**src/rtl/core/fcv_pkg.sv**
```systemverilog
// Shared definitions for the fixed-capacity vector: sizes, field widths,
// operation and status codes, and the structs passed between its modules.
// No dependencies.
package fcv_pkg;

  localparam int DEPTH     = 16;
  localparam int WORD_BITS = 32;

  localparam int ADDR_W   = (DEPTH > 1) ? $clog2(DEPTH) : 1;
  localparam int CNT_W    = $clog2(DEPTH + 1);
  localparam int MODE_W   = 3;
  localparam int POS_W    = 5;
  localparam int VALUE_W  = 32;
  localparam int STATUS_W = 2;
  localparam int COUNT_W  = 5;
  localparam int CMP_W    = (CNT_W > POS_W) ? CNT_W : POS_W;

  localparam logic [MODE_W-1:0] MODE_PUSH        = 3'd0;
  localparam logic [MODE_W-1:0] MODE_POP         = 3'd1;
  localparam logic [MODE_W-1:0] MODE_INSERT      = 3'd2;
  localparam logic [MODE_W-1:0] MODE_ERASE       = 3'd3;
  localparam logic [MODE_W-1:0] MODE_ERASE_RANGE = 3'd4;
  localparam logic [MODE_W-1:0] MODE_READ        = 3'd5;
  localparam logic [MODE_W-1:0] MODE_CLEAR       = 3'd6;

  localparam logic [STATUS_W-1:0] STATUS_OK    = 2'd0;
  localparam logic [STATUS_W-1:0] STATUS_FULL  = 2'd1;
  localparam logic [STATUS_W-1:0] STATUS_EMPTY = 2'd2;
  localparam logic [STATUS_W-1:0] STATUS_RANGE = 2'd3;

  typedef struct packed {
    logic [MODE_W-1:0]         mode;
    logic [POS_W-1:0]          position;
    logic [POS_W-1:0]          position_end;
    logic signed [VALUE_W-1:0] value;
  } fcv_item_t;

  typedef struct packed {
    logic [STATUS_W-1:0]       status;
    logic signed [VALUE_W-1:0] read_word;
    logic [COUNT_W-1:0]        count;
    logic                      is_empty;
  } fcv_res_t;

  typedef struct packed {
    logic                 wr_en;
    logic [ADDR_W-1:0]    wr_addr;
    logic [WORD_BITS-1:0] wr_data;
    logic                 rd_en;
    logic [ADDR_W-1:0]    rd_addr;
  } fcv_mem_req_t;

endpackage

```
**src/rtl/core/fcv_in_if.sv**
```systemverilog
// Input channel of the fixed-capacity vector: valid/ready handshake and
// the operation fields. Depends on fcv_pkg.
interface fcv_in_if;
  import fcv_pkg::*;

  logic                      valid;
  logic                      ready;
  logic [MODE_W-1:0]         mode;
  logic [POS_W-1:0]          position;
  logic [POS_W-1:0]          position_end;
  logic signed [VALUE_W-1:0] value;

  modport source (output valid, mode, position, position_end, value, input ready);
  modport sink (input valid, mode, position, position_end, value, output ready);
endinterface

```
**src/rtl/core/fcv_out_if.sv**
```systemverilog
// Result channel of the fixed-capacity vector: valid/ready handshake and
// the result fields. Depends on fcv_pkg.
interface fcv_out_if;
  import fcv_pkg::*;

  logic                      valid;
  logic                      ready;
  logic [STATUS_W-1:0]       status;
  logic signed [VALUE_W-1:0] read_word;
  logic [COUNT_W-1:0]        count;
  logic                      is_empty;

  modport source (output valid, status, read_word, count, is_empty, input ready);
  modport sink (input valid, status, read_word, count, is_empty, output ready);
endinterface

```
**src/rtl/core/fcv_store.sv**
```systemverilog
// Element storage: one write port and one read port with registered data.
// Depends on fcv_pkg.
module fcv_store (
  input  logic                          clk,
  input  fcv_pkg::fcv_mem_req_t         req,
  output logic [fcv_pkg::WORD_BITS-1:0] rd_data
);
  import fcv_pkg::*;

  logic [WORD_BITS-1:0] mem [DEPTH];

  always_ff @(posedge clk) begin
    if (req.wr_en) begin
      mem[req.wr_addr] <= req.wr_data;
    end
    if (req.rd_en) begin
      rd_data <= mem[req.rd_addr];
    end
  end

endmodule

```
**src/rtl/core/fcv_seq.sv**
```systemverilog
// Sequencer of the fixed-capacity vector: decodes an item, keeps the element
// count and moves stored words one per cycle through the storage ports.
// Depends on fcv_pkg.
module fcv_seq (
  input  logic                          clk,
  input  logic                          rst_n,
  input  logic                          in_valid,
  output logic                          in_ready,
  input  fcv_pkg::fcv_item_t            item,
  output logic                          res_valid,
  input  logic                          res_free,
  output fcv_pkg::fcv_res_t             res,
  output fcv_pkg::fcv_mem_req_t         mem_req,
  input  logic [fcv_pkg::WORD_BITS-1:0] rd_data
);
  import fcv_pkg::*;

  localparam logic [2:0] ST_IDLE  = 3'd0;
  localparam logic [2:0] ST_SHIFT = 3'd1;
  localparam logic [2:0] ST_DRAIN = 3'd2;
  localparam logic [2:0] ST_PUTV  = 3'd3;
  localparam logic [2:0] ST_DONE  = 3'd4;

  logic [2:0]           state_r, state_nxt;
  logic [CNT_W-1:0]     cnt_r, cnt_nxt;
  logic [ADDR_W-1:0]    src_r, src_nxt;
  logic [ADDR_W-1:0]    last_r, last_nxt;
  logic [ADDR_W-1:0]    gap_r, gap_nxt;
  logic [ADDR_W-1:0]    pdst_r, pdst_nxt;
  logic [ADDR_W-1:0]    pos_r, pos_nxt;
  logic                 up_r, up_nxt;
  logic                 pend_r, pend_nxt;
  logic                 rdflag_r, rdflag_nxt;
  logic [STATUS_W-1:0]  status_r, status_nxt;
  logic [WORD_BITS-1:0] val_r, val_nxt;

  logic [CMP_W-1:0]     c, p, e, e1;
  logic [WORD_BITS-1:0] in_word;
  logic                 full;

  assign c       = CMP_W'(cnt_r);
  assign p       = CMP_W'(item.position);
  assign e       = CMP_W'(item.position_end);
  assign e1      = p + CMP_W'(1);
  assign in_word = WORD_BITS'(item.value);
  assign full    = (c >= CMP_W'(DEPTH));

  always_comb begin
    state_nxt  = state_r;
    cnt_nxt    = cnt_r;
    src_nxt    = src_r;
    last_nxt   = last_r;
    gap_nxt    = gap_r;
    pdst_nxt   = pdst_r;
    pos_nxt    = pos_r;
    up_nxt     = up_r;
    pend_nxt   = 1'b0;
    rdflag_nxt = rdflag_r;
    status_nxt = status_r;
    val_nxt    = val_r;
    mem_req    = '0;
    in_ready   = (state_r == ST_IDLE);
    res_valid  = 1'b0;

    // A word read in the previous cycle is written to its new place now.
    if (pend_r) begin
      mem_req.wr_en   = 1'b1;
      mem_req.wr_addr = pdst_r;
      mem_req.wr_data = rd_data;
    end

    unique case (state_r)
      ST_IDLE: begin
        if (in_valid) begin
          status_nxt = STATUS_OK;
          rdflag_nxt = 1'b0;
          state_nxt  = ST_DONE;
          unique case (item.mode)
            MODE_PUSH: begin
              if (full) begin
                status_nxt = STATUS_FULL;
              end else begin
                mem_req.wr_en   = 1'b1;
                mem_req.wr_addr = ADDR_W'(cnt_r);
                mem_req.wr_data = in_word;
                cnt_nxt         = cnt_r + CNT_W'(1);
              end
            end
            MODE_POP: begin
              if (cnt_r == '0) begin
                status_nxt = STATUS_EMPTY;
              end else begin
                cnt_nxt = cnt_r - CNT_W'(1);
              end
            end
            MODE_INSERT: begin
              if (full) begin
                status_nxt = STATUS_FULL;
              end else if (p > c) begin
                status_nxt = STATUS_RANGE;
              end else begin
                cnt_nxt = cnt_r + CNT_W'(1);
                if (p == c) begin
                  mem_req.wr_en   = 1'b1;
                  mem_req.wr_addr = ADDR_W'(p);
                  mem_req.wr_data = in_word;
                end else begin
                  // Move the tail up, last entry first, then place the word.
                  src_nxt   = ADDR_W'(c - CMP_W'(1));
                  last_nxt  = ADDR_W'(p);
                  up_nxt    = 1'b1;
                  val_nxt   = in_word;
                  pos_nxt   = ADDR_W'(p);
                  state_nxt = ST_SHIFT;
                end
              end
            end
            MODE_ERASE: begin
              if (p >= c) begin
                status_nxt = STATUS_RANGE;
              end else begin
                cnt_nxt = cnt_r - CNT_W'(1);
                if (e1 != c) begin
                  src_nxt   = ADDR_W'(e1);
                  last_nxt  = ADDR_W'(c - CMP_W'(1));
                  gap_nxt   = ADDR_W'(1);
                  up_nxt    = 1'b0;
                  state_nxt = ST_SHIFT;
                end
              end
            end
            MODE_ERASE_RANGE: begin
              if (p > e || e > c) begin
                status_nxt = STATUS_RANGE;
              end else begin
                cnt_nxt = CNT_W'(c - (e - p));
                if (e != p && e != c) begin
                  src_nxt   = ADDR_W'(e);
                  last_nxt  = ADDR_W'(c - CMP_W'(1));
                  gap_nxt   = ADDR_W'(e - p);
                  up_nxt    = 1'b0;
                  state_nxt = ST_SHIFT;
                end
              end
            end
            MODE_READ: begin
              if (p >= c) begin
                status_nxt = STATUS_RANGE;
              end else begin
                mem_req.rd_en   = 1'b1;
                mem_req.rd_addr = ADDR_W'(p);
                rdflag_nxt      = 1'b1;
              end
            end
            MODE_CLEAR: begin
              cnt_nxt = '0;
            end
            default: begin
            end
          endcase
        end
      end
      ST_SHIFT: begin
        mem_req.rd_en   = 1'b1;
        mem_req.rd_addr = src_r;
        pend_nxt        = 1'b1;
        pdst_nxt        = up_r ? (src_r + ADDR_W'(1)) : (src_r - gap_r);
        if (src_r == last_r) begin
          state_nxt = ST_DRAIN;
        end else begin
          src_nxt = up_r ? (src_r - ADDR_W'(1)) : (src_r + ADDR_W'(1));
        end
      end
      ST_DRAIN: begin
        state_nxt = up_r ? ST_PUTV : ST_DONE;
      end
      ST_PUTV: begin
        mem_req.wr_en   = 1'b1;
        mem_req.wr_addr = pos_r;
        mem_req.wr_data = val_r;
        state_nxt       = ST_DONE;
      end
      ST_DONE: begin
        res_valid = 1'b1;
        if (res_free) begin
          state_nxt = ST_IDLE;
        end
      end
      default: begin
        state_nxt = ST_IDLE;
      end
    endcase
  end

  always_comb begin
    res.status    = status_r;
    res.read_word = rdflag_r ? VALUE_W'(signed'(rd_data)) : '0;
    res.count     = COUNT_W'(cnt_r);
    res.is_empty  = (cnt_r == '0);
  end

  always_ff @(posedge clk) begin
    if (!rst_n) begin
      state_r  <= ST_IDLE;
      cnt_r    <= '0;
      pend_r   <= 1'b0;
      rdflag_r <= 1'b0;
      status_r <= STATUS_OK;
    end else begin
      state_r  <= state_nxt;
      cnt_r    <= cnt_nxt;
      pend_r   <= pend_nxt;
      rdflag_r <= rdflag_nxt;
      status_r <= status_nxt;
    end
  end

  always_ff @(posedge clk) begin
    src_r  <= src_nxt;
    last_r <= last_nxt;
    gap_r  <= gap_nxt;
    pdst_r <= pdst_nxt;
    pos_r  <= pos_nxt;
    up_r   <= up_nxt;
    val_r  <= val_nxt;
  end

`ifndef ASSERT_OFF
  a_count_bound: assert property (@(posedge clk) disable iff (!rst_n)
    cnt_r <= CNT_W'(DEPTH))
    else $error("element count exceeds capacity");

  a_no_move_idle: assert property (@(posedge clk) disable iff (!rst_n)
    (state_r == ST_IDLE || state_r == ST_DONE) |-> !pend_r)
    else $error("word move pending outside a shift");

  a_push_count: assert property (@(posedge clk) disable iff (!rst_n)
    (in_valid && in_ready && item.mode == MODE_PUSH && !full)
      |=> cnt_r == $past(cnt_r) + CNT_W'(1))
    else $error("push did not raise the count");

  a_shift_ends: assert property (@(posedge clk) disable iff (!rst_n)
    (state_r == ST_SHIFT && src_r == last_r) |=> state_r == ST_DRAIN)
    else $error("shift did not end at its last entry");
`endif

endmodule

```
**src/rtl/core/fixed_capacity_vector.sv**
```systemverilog
// Fixed-capacity ordered vector of DEPTH words with push, pop, insert, erase,
// range erase, checked read and clear.
// Items that move no words go from acceptance straight to the result state;
// items that move words pass through SHIFT and DRAIN first, and insert then
// writes its word in PUTV. A new item is accepted only after the last result
// enters the result register; words move one per cycle through the single storage read port.
// Reset (synchronous, rst_n low) empties the vector; stored words are not cleared.
module fixed_capacity_vector (
  input  logic      clk,
  input  logic      rst_n,
  fcv_in_if.sink    in_ch,
  fcv_out_if.source out_ch
);
  import fcv_pkg::*;

  fcv_item_t            item;
  fcv_res_t             res;
  fcv_mem_req_t         mem_req;
  logic [WORD_BITS-1:0] rd_data;
  logic                 in_ready;
  logic                 res_valid;
  logic                 res_free;

  logic                 out_valid_r, out_valid_nxt;
  fcv_res_t             out_res_r, out_res_nxt;

  assign item.mode         = in_ch.mode;
  assign item.position     = in_ch.position;
  assign item.position_end = in_ch.position_end;
  assign item.value        = in_ch.value;
  assign in_ch.ready       = in_ready;

  // The result register frees itself in the same cycle it is taken.
  assign res_free = !out_valid_r || out_ch.ready;

  fcv_seq u_seq (
    .clk      (clk),
    .rst_n    (rst_n),
    .in_valid (in_ch.valid),
    .in_ready (in_ready),
    .item     (item),
    .res_valid(res_valid),
    .res_free (res_free),
    .res      (res),
    .mem_req  (mem_req),
    .rd_data  (rd_data)
  );

  fcv_store u_store (
    .clk    (clk),
    .req    (mem_req),
    .rd_data(rd_data)
  );

  always_comb begin
    out_valid_nxt = out_valid_r;
    out_res_nxt   = out_res_r;
    if (res_valid && res_free) begin
      out_valid_nxt = 1'b1;
      out_res_nxt   = res;
    end else if (out_ch.ready) begin
      out_valid_nxt = 1'b0;
    end
  end

  always_ff @(posedge clk) begin
    if (!rst_n) begin
      out_valid_r <= 1'b0;
    end else begin
      out_valid_r <= out_valid_nxt;
    end
  end

  always_ff @(posedge clk) begin
    out_res_r <= out_res_nxt;
  end

  assign out_ch.valid     = out_valid_r;
  assign out_ch.status    = out_res_r.status;
  assign out_ch.read_word = out_res_r.read_word;
  assign out_ch.count     = out_res_r.count;
  assign out_ch.is_empty  = out_res_r.is_empty;

endmodule
```
**src/flat_wrapper.sv**
```systemverilog
// flat-port wrapper written by rule: the top's interface ports become plain ports
module fixed_capacity_vector_flat import fcv_pkg::*;
  (clk, rst_n, in_ch_valid, in_ch_mode, in_ch_position, in_ch_position_end, in_ch_value, in_ch_ready, out_ch_valid, out_ch_status, out_ch_read_word, out_ch_count, out_ch_is_empty, out_ch_ready);
  fcv_in_if in_ch_i ();
  fcv_out_if out_ch_i ();
  input  logic clk;
  input  logic rst_n;
  input wire logic [$bits(in_ch_i.valid)-1:0] in_ch_valid;
  input wire logic [$bits(in_ch_i.mode)-1:0] in_ch_mode;
  input wire logic [$bits(in_ch_i.position)-1:0] in_ch_position;
  input wire logic [$bits(in_ch_i.position_end)-1:0] in_ch_position_end;
  input wire logic [$bits(in_ch_i.value)-1:0] in_ch_value;
  output wire logic [$bits(in_ch_i.ready)-1:0] in_ch_ready;
  output wire logic [$bits(out_ch_i.valid)-1:0] out_ch_valid;
  output wire logic [$bits(out_ch_i.status)-1:0] out_ch_status;
  output wire logic [$bits(out_ch_i.read_word)-1:0] out_ch_read_word;
  output wire logic [$bits(out_ch_i.count)-1:0] out_ch_count;
  output wire logic [$bits(out_ch_i.is_empty)-1:0] out_ch_is_empty;
  input wire logic [$bits(out_ch_i.ready)-1:0] out_ch_ready;
  assign in_ch_i.valid = in_ch_valid;
  assign in_ch_i.mode = in_ch_mode;
  assign in_ch_i.position = in_ch_position;
  assign in_ch_i.position_end = in_ch_position_end;
  assign in_ch_i.value = in_ch_value;
  assign in_ch_ready = in_ch_i.ready;
  assign out_ch_valid = out_ch_i.valid;
  assign out_ch_status = out_ch_i.status;
  assign out_ch_read_word = out_ch_i.read_word;
  assign out_ch_count = out_ch_i.count;
  assign out_ch_is_empty = out_ch_i.is_empty;
  assign out_ch_i.ready = out_ch_ready;
  fixed_capacity_vector u_core (.clk(clk), .rst_n(rst_n), .in_ch(in_ch_i), .out_ch(out_ch_i));
endmodule
```
**config.mk**
```make
export PLATFORM = sky130hd
export DESIGN_NAME = fixed_capacity_vector_flat
export DESIGN_NICKNAME = d
export VERILOG_FILES = /design/src/rtl/core/fcv_pkg.sv /design/src/rtl/core/fcv_in_if.sv /design/src/rtl/core/fcv_out_if.sv /design/src/rtl/core/fcv_store.sv /design/src/rtl/core/fcv_seq.sv /design/src/rtl/core/fixed_capacity_vector.sv /design/src/flat_wrapper.sv
export SDC_FILE = /design/constraint.sdc
export NUM_CORES = 1
export LEC_CHECK = 0
export ABC_AREA = 1
export BUFFER_PORTS_ARGS = -buffer_cell sky130_fd_sc_hd__buf_2
export CORE_MARGIN = 4
export CORE_UTILIZATION = 39
export CTS_CLUSTER_DIAMETER = 200
export DETAILED_ROUTE_END_ITERATION = 7
export GPL_TIMING_DRIVEN = 0
export PLACE_DENSITY = 0.51
export SKIP_LAST_GASP = 1
export SYNTH_ARGS = -nofsm -noshare
export SYNTH_HDL_FRONTEND = slang
export SYNTH_SLANG_ARGS = --single-unit
```
**constraint.sdc**
```tcl
create_clock -name clk -period 4.9 [get_ports clk]
set_input_delay 0.245 -clock clk [delete_from_list [all_inputs] [get_ports clk]]
set_output_delay 0.245 -clock clk [all_outputs]
set_load 0.01 [all_outputs]
```
==> run metrics, run 1 <==
max_cap viols 0; HP Start in_ch_position[1]; largest net degree at the start of global routing 33; Slew headroom 24.69%; Die ar. 80270 um^2; port bufs 90; share of Yosys cell area claimed by the top area cell type 64.71%; clk sink count 650; WL per Instance 23.95 um; sequential area share after synthesis 65.59%; die height 283.3 um; kind of critical path flop to flop; pwr dens 365.8 nW/um^2; area of the multi-input gates 8073 um^2; PostCTS Resize Cnt 0; Final Routed Wirelength around 100000 um; DP Worst Slack ~0.061 ns; DRT Pass-1 Iters 8; Max VDD drop around 0.25 mV; final routed DRC violation total 0; first-pass GRT wire length 144200 um; reg2reg start u_core.u_seq.c[4]$_SDFFE_PN0P_; CTS tree yes; DR vias 22450; crit share post-route between 90% and 100%; Initial Util about two fifths; HPWL after DPL 70490 um; Final Critical Period 4.691 ns; total gr overflow 0; worst skew pair latency 0.62 ns; Util after Layout 46.65%; net count after synthesis 2962; clk root buf clkbuf_16; core box area 74820 um^2; status completed; post-synth cell types 40; initial antenna violation count 1; main flop type after synthesis edfxtp_1; Post-synth EDFFs approximately 640; Post-Layout Inst Area 34900 um^2; Worst Path Arrival 4.98 ns; # H-tree levels 3; layout cell share with drive strength beyond 1 12.13%; Total GRT Usage 24.28%; Clk pin slew, worst setup/hold paths 0.06 ns; CTS buffer count 72; max-slew violations 0; vias in the first global route 21630; Nets about 3200; Placed Area 31970 um^2; Antenna Cells 0; Setup Skew 0.02339 ns; startpoint type of the worst setup path flop; HP Class input port to flop; Synth Cell Area around 30000 um^2; Mean Syn Cell Area approximately 10 um^2; Crit. Startpoint u_core.u_seq.c[4]$_SDFFE_PN0P_; asr flop ratio synth 0%; most frequent CP cell nand2_1; gpl congestion 0.8951; Post-Synthesis Cells 2884; worst-case clock buffer depth 3; Critical Path Fanout Max 22; crit path capture type flop; RSZ-0062 raised after global routing no; critical path's largest stage delay between 0.5 and 0.6 ns; Leak 0.01444 uW; initial DRC count 2106; Post-DRT Antenna Nets 0; maximum clock rate between 0.2 and 0.25 GHz; Via density 5.374; WP data required 5.19 ns; fillcell total slightly below 7000; Register Area 19390 um^2; synth top area cells edfxtp_1, nand3_1, nand2_1; Hold Violations, Final 0; Ports 91; slowest CP cell o21ai_1; endpoints failing setup 0; num rows 100; area leader, netlist edfxtp_1; setup ws final 0.2086 ns; warnings from Yosys 0; register bit total from synthesis 650; Worst-Margin Slew 1.130 ns; die width 283.3 um; area grow syn2layout 18.07%; worst path cell trace clkinv_1 -> ha_1 -> nand2_1 -> nor2_1 -> nand2_1 -> inv_1 -> o21ai_1 -> nor2_2 -> nand2_1 -> nand2_1 -> nor2_1 -> nor2_1 -> inv_1 -> nand2_1 -> nor2_4 -> buf_12
-- cells in the mapped netlist (all sizes together), types with 3 or more instances --
cell type and number:
ha 26, a21oi 24, nor3 6, nand4 11
edfxtp 637, nand3 603, dfxtp 13, xnor2 10
fa 3, o211ai 32, clkbuf 55, buf 107
o22ai 35, nand2 780, a211oi 3, xor2 13
nor2 79, inv 382, o21ai 53
-- final cells by class --
| cell class | count | area share, % |
|---|---|---|
| inverters | 384 | 4.130 |
| clock buffers | 90 | 5.657 |
| multi-input cells | 1688 | 23.13 |
| flip-flops and latches | 650 | 55.55 |
| repair buffers | 197 | 5.011 |
| plain buffers | 162 | 2.305 |
| well taps | 969 | 3.474 |
| clock inverters | 37 | 0.7456 |
-- final timing paths --
path	end	slack, ns	cells after the start
worst max register to register	u_core.u_store.mem[1][21]$_DFFE_PP_	0.21	16
worst max-delay path	u_core.u_store.mem[1][21]$_DFFE_PP_	0.21	16
worst min-delay path	u_core.u_seq.pos_r[1]$_DFFE_PP_	0.03	1
worst min register to register	u_core.out_ch.status[1]$_DFFE_PP_	0.46	0
-- power by group --
group	switching, uW	internal (uW)
Combinational	884	367
Clock	2220	3010
Sequential	58.2	6230
Total	3170	9600
-- layer usage --
layer	GRT usage [%]	routed length, um
met1	32.78	42150
met2	40.00	47000
met3	3.457	7337
met4	9.163	3566
met5	0	0
-- sequential cells by signal, summed over array words and instances, names as in the netlist, 5 cells and up --
name and count:
u_core.u_store.mem 512, u_core.out_ch.read_word 32, u_core.u_seq.val_r 32, u_core.u_store.rd_data 32, u_core.out_ch.count 5, u_core.u_seq.c 5
-- layout by cell type (no fill, tap or decap), types with 5 or more instances in the layout --
cell type,count
nor2_4,19
nand3_1,603
ha_1,26
dfxtp_1,13
a21oi_1,24
clkbuf_1,67
clkbuf_16,76
clkinv_1,15
nor2_2,5
xnor2_1,10
buf_12,25
buf_2,148
nor3_1,5
clkinv_2,16
edfxtp_1,637
dlygate4sd3_1,37
inv_2,10
o211ai_1,32
nand4_1,10
xor2_1,13
o22ai_1,35
buf_6,12
buf_1,22
nand2_1,778
nor2_1,55
o21ai_0,49
buf_4,56
inv_1,372
-- critical path, delay by kind of cell, from the launching register on --
kind	cells	cell delay [ns]
simple gates	10	1.88
buf+inv	4	0.91
compound gates	1	0.58
fa+ha+maj	1	0.44
flops	1	0.52
-- kinds of logic (layout without fill, tap and decap cells) --
family / count (synthesis) / after routing / share of synthesized area, %
flip-flops: 650 / 650 / 65.59
AND/OR/NAND/NOR: 1481 / 1481 / 21.68
XOR/XNOR: 23 / 23 / 0.6814
buffers and inverters: 546 / 870 / 7.597
AO/OA/AOI/OAI: 155 / 155 / 3.153
adder cells (fa/ha/maj): 29 / 29 / 1.304
-- per-stage QoR --
step           setup TNS (ns)  power, uW  std cells  hold slack (ns)
2_1_floorplan               0       7079       2884           0.3439
3_3_place_gp         -1025.81       7574       3943           0.4378
3_5_place_dp                0       7611       3986           0.4385
4_1_cts                     0      12850       4150         0.001703
5_1_grt                     0      13210       4177         0.009606
6_report                    0      12770       4177          0.03317
-- repair_timing --
action	4_1_cts	5_1_grt
hold buffers	37	0
setup endpoints to repair	0	195
endpoints found under the hold margin	41	0
buffers inserted	0	19
(Power assumes the default switching activity.)
==> run 2: changes to the inputs <==
--- a/config.mk
+++ b/config.mk
@@ -5,7 +5,6 @@
 export SDC_FILE = /design/constraint.sdc
 export NUM_CORES = 1
 export LEC_CHECK = 0
-export ABC_AREA = 1
 export BUFFER_PORTS_ARGS = -buffer_cell sky130_fd_sc_hd__buf_2
 export CORE_MARGIN = 4
 export CORE_UTILIZATION = 39
==> run metrics, run 2 <==
status completed (unchanged); crit path capture type flop (unchanged); WL per Instance 25.13 um (was 23.95 um); synth top area cells edfxtp_1, nand2_1, a31oi_1 (was edfxtp_1, nand3_1, nand2_1); HP Class input port to flop (unchanged); first-pass GRT wire length 123100 um (was 144200 um); layout cell share with drive strength beyond 1 13.12% (was 12.13%); Slew headroom 27.14% (was 24.69%); Clk pin slew, worst setup/hold paths 0.06 ns (about the same); net count after synthesis 2253 (was 2962); startpoint type of the worst setup path flop (unchanged); warnings from Yosys 0 (unchanged); dpl cells 3222 (was 3986); synthesized-area fraction occupied by xor and xnor cells 0.7720% (was 0.6814%); Clk pwr share 40.7% (was 41.0%); Final Critical Period 4.639 ns (was 4.691 ns); Ports 91 (unchanged); DRT Pass-1 Iters 6 (was 8); most flop-heavy register u_core.u_store.mem (unchanged); Die ar. 74110 um^2 (was 80270 um^2); sw frac 23.74% (was 24.80%); Worst R2R Setup Slack 0.26 ns (was 0.21 ns); post-synthesis compound-gate area fraction 10.11% (was 3.153%); Critical Path Fanout Max 10 (was 22); Post-synth EDFFs 637 (unchanged); Synth Cell Area 27230 um^2 (was 29560 um^2); num rows 96 (was 100); Final Routed Wirelength 85510 um (was 100100 um); asr flop ratio synth 0% (unchanged); total power 12190 uW (was 12770 uW); WP data required 5.34 ns (was 5.19 ns); Worst-Margin Slew 1.085 ns (was 1.130 ns); DR vias 18850 (was 22450); die width 272.2 um (was 283.3 um); initial antenna violation count 3 (was 1); combinational share of power 8.2% (was 9.8%); Hold Violations, Final 0 (unchanged); die height 272.2 um (was 283.3 um); worst skew pair latency 0.62 ns (about the same); crit share post-route 94.67% (was 95.74%); Total GRT Usage 22.61% (was 24.28%); main combinational cell family by area after synthesis simple AND/OR/NAND/NOR gates (unchanged); Nets 2499 (was 3233); main flop type after synthesis edfxtp_1 (unchanged); # H-tree levels 3 (unchanged); internal power 9296 uW (was 9601 uW); Via density 5.540 (was 5.374); multiplexer area fraction after synthesis 0.1470% (was 0%); share of Yosys cell area claimed by the top area cell type 70.25% (was 64.71%); Leak 0.01146 uW (was 0.01444 uW); Post-synth top cells nand2_1, edfxtp_1, a31oi_1 (was nand2_1, edfxtp_1, nand3_1); total gr overflow 0 (unchanged); final routed DRC violation total 0 (unchanged); sequential area share after synthesis 71.21% (was 65.59%); gpl congestion 0.8687 (was 0.8951); post-synth cell types 65 (was 40); count leader, synth nand2_1 (unchanged); max_cap viols 0 (unchanged); clk root buf clkbuf_16 (unchanged); worst-case clock buffer depth 3 (unchanged); area leader, netlist edfxtp_1 (unchanged); vias in the first global route 18280 (was 21630); HPWL after DPL 56070 um (was 70490 um); Post-Synth Simple-Gate Area 13.89% (was 21.68%); max-slew violations 0 (unchanged); area grow syn2layout 18.25% (was 18.07%); Max VDD drop 0.2698 mV (was 0.2455 mV); Post-Synthesis Cells 2175 (was 2884); Largest register FFs 512 (unchanged); port bufs 90 (unchanged); commonest non-fill, non-tap cell in the layout nand2_1 (unchanged); initial DRC count 2159 (was 2106); CTS buffer count 71 (was 72); Post-Synth Adder-Cell Area 1.415% (was 1.304%); Finished Layout Cells 3403 (was 4177); switching pwr 2894 uW (was 3167 uW); core box area 68950 um^2 (was 74820 um^2); Post-DRT Antenna Nets 0 (unchanged); clk sink count 650 (unchanged); Initial Util 39.49% (was 39.51%); largest net degree at the start of global routing 25 (was 33); kind of critical path flop to flop (unchanged); RSZ-0062 raised after global routing no (unchanged); sequential power share 51.2% (was 49.2%); maximum clock rate 0.2156 GHz (was 0.2132 GHz); Setup Skew 0.03211 ns (was 0.02339 ns); most frequent cells in the layout nand2_1, edfxtp_1, buf_2 (was nand2_1, edfxtp_1, nand3_1); pwr dens 378.6 nW/um^2 (was 365.8 nW/um^2); Worst Path Arrival 5.08 ns (was 4.98 ns); CTS tree yes (unchanged); register bit total from synthesis 650 (unchanged); Mean Syn Cell Area 12.52 um^2 (was 10.25 um^2); endpoints failing setup 0 (unchanged)
run 2: cell count changes in the layout (fill, tap and decap cells not counted), sizes merged, moves of 64 or more:
| cell | previous run | this run |
|---|---|---|
| nand2 | 780 | 709 |
| buf | 267 | 194 |
| nand3 | 603 | 65 |
| a22oi | 0 | 64 |
| a31oi | 2 | 131 |
| inv | 385 | 32 |
run 2: metrics by stage:
stage	setup TNS (ns)	util, %	worst slack, ns	area [um^2]	hold WS [ns]
after floorplan	0	-	0.2157	27230	0.3439
after global placement	-1718.35	41.84	-3.643	28840	0.4396
after detailed placement	-82.91	42.70	-0.4079	29440	0.4218
after CTS	0	46.39	0.03534	31990	0.03087
after global routing	0	46.70	0.003427	32190	0.08084
final	0	46.70	0.2613	32200	0.06573
run 2: final cells by class:
cell class                      count  area (um^2)
Fill cell                        6323        36750
Inverter                           29        108.9
Multi-Input combinational cell   1367         7337
Tap cell                          931         1165
Antenna cell                        2        5.005
Timing Repair Buffer              173         1533
Sequential cell                   650        19390
Clock buffer                       90         1869
Buffer                            129        575.6
Clock inverter                     32        215.2
run 2: power groups by stage:
stage | clock [uW] | combinational (uW) | sequential [uW]
2_1_floorplan | 0 | 549 | 6350
3_3_place_gp | 0 | 924 | 6360
3_5_place_dp | 0 | 957 | 6350
4_1_cts | 5050 | 990 | 6240
5_1_grt | 5270 | 1090 | 6240
6_report | 4960 | 995 | 6240
run 2: cells by family after synthesis:
logic type / after synthesis
adders and majority gates: 29
and+or+nand+nor: 918
xor gates and xnor gates: 24
muxes: 4
DFF: 650
buffers and inverters: 158
AOI/OAI and AO/OA: 392
run 2: final timing paths:
kind	startpoint	end	depth (start not counted)
min	out_ch_ready	u_core.out_ch.valid$_SDFFE_PN0P_	3
max reg2reg	u_core.u_seq.c[4]$_SDFFE_PN0P_	u_core.u_store.rd_data[17]$_DFFE_PP_	14
max	u_core.u_seq.c[4]$_SDFFE_PN0P_	u_core.u_store.rd_data[17]$_DFFE_PP_	14
min reg2reg	u_core.u_seq.status_r[0]$_SDFFE_PN0P_	u_core.out_ch.status[0]$_DFFE_PP_	0
run 2: critical path, stage by stage, from the launching register on:
cell and delay [ns]:
dfxtp_1 0.34, clkbuf_1 0.41, inv_1 0.28, ha_1 0.40
nand4_1 0.13, o221a_2 0.24, clkbuf_1 0.29, a32oi_1 0.53
buf_2 0.34, clkbuf_2 0.34, buf_1 0.71, nand2_1 0.12
nand2_1 0.11, a22oi_1 0.09, nand3_1 0.13
run 2: timing repair:
item / 4_1_cts / 5_1_grt
pin swaps: 4 / 10
setup buffers: 6 / 14
hold endpoints to repair: 39 / 0
resized for setup: 4 / 31
hold buffers: 37 / 0
setup endpoints to repair: 521 / 516
run 2: per-layer routing:
metal	global-route usage, %	wire (um)	vias to the layer above
met5	0	0	-
met4	7.651	2680	0
met3	4.484	6679	152
met2	36.42	39920	804
met1	30.86	36230	9353
li1	-	-	8542
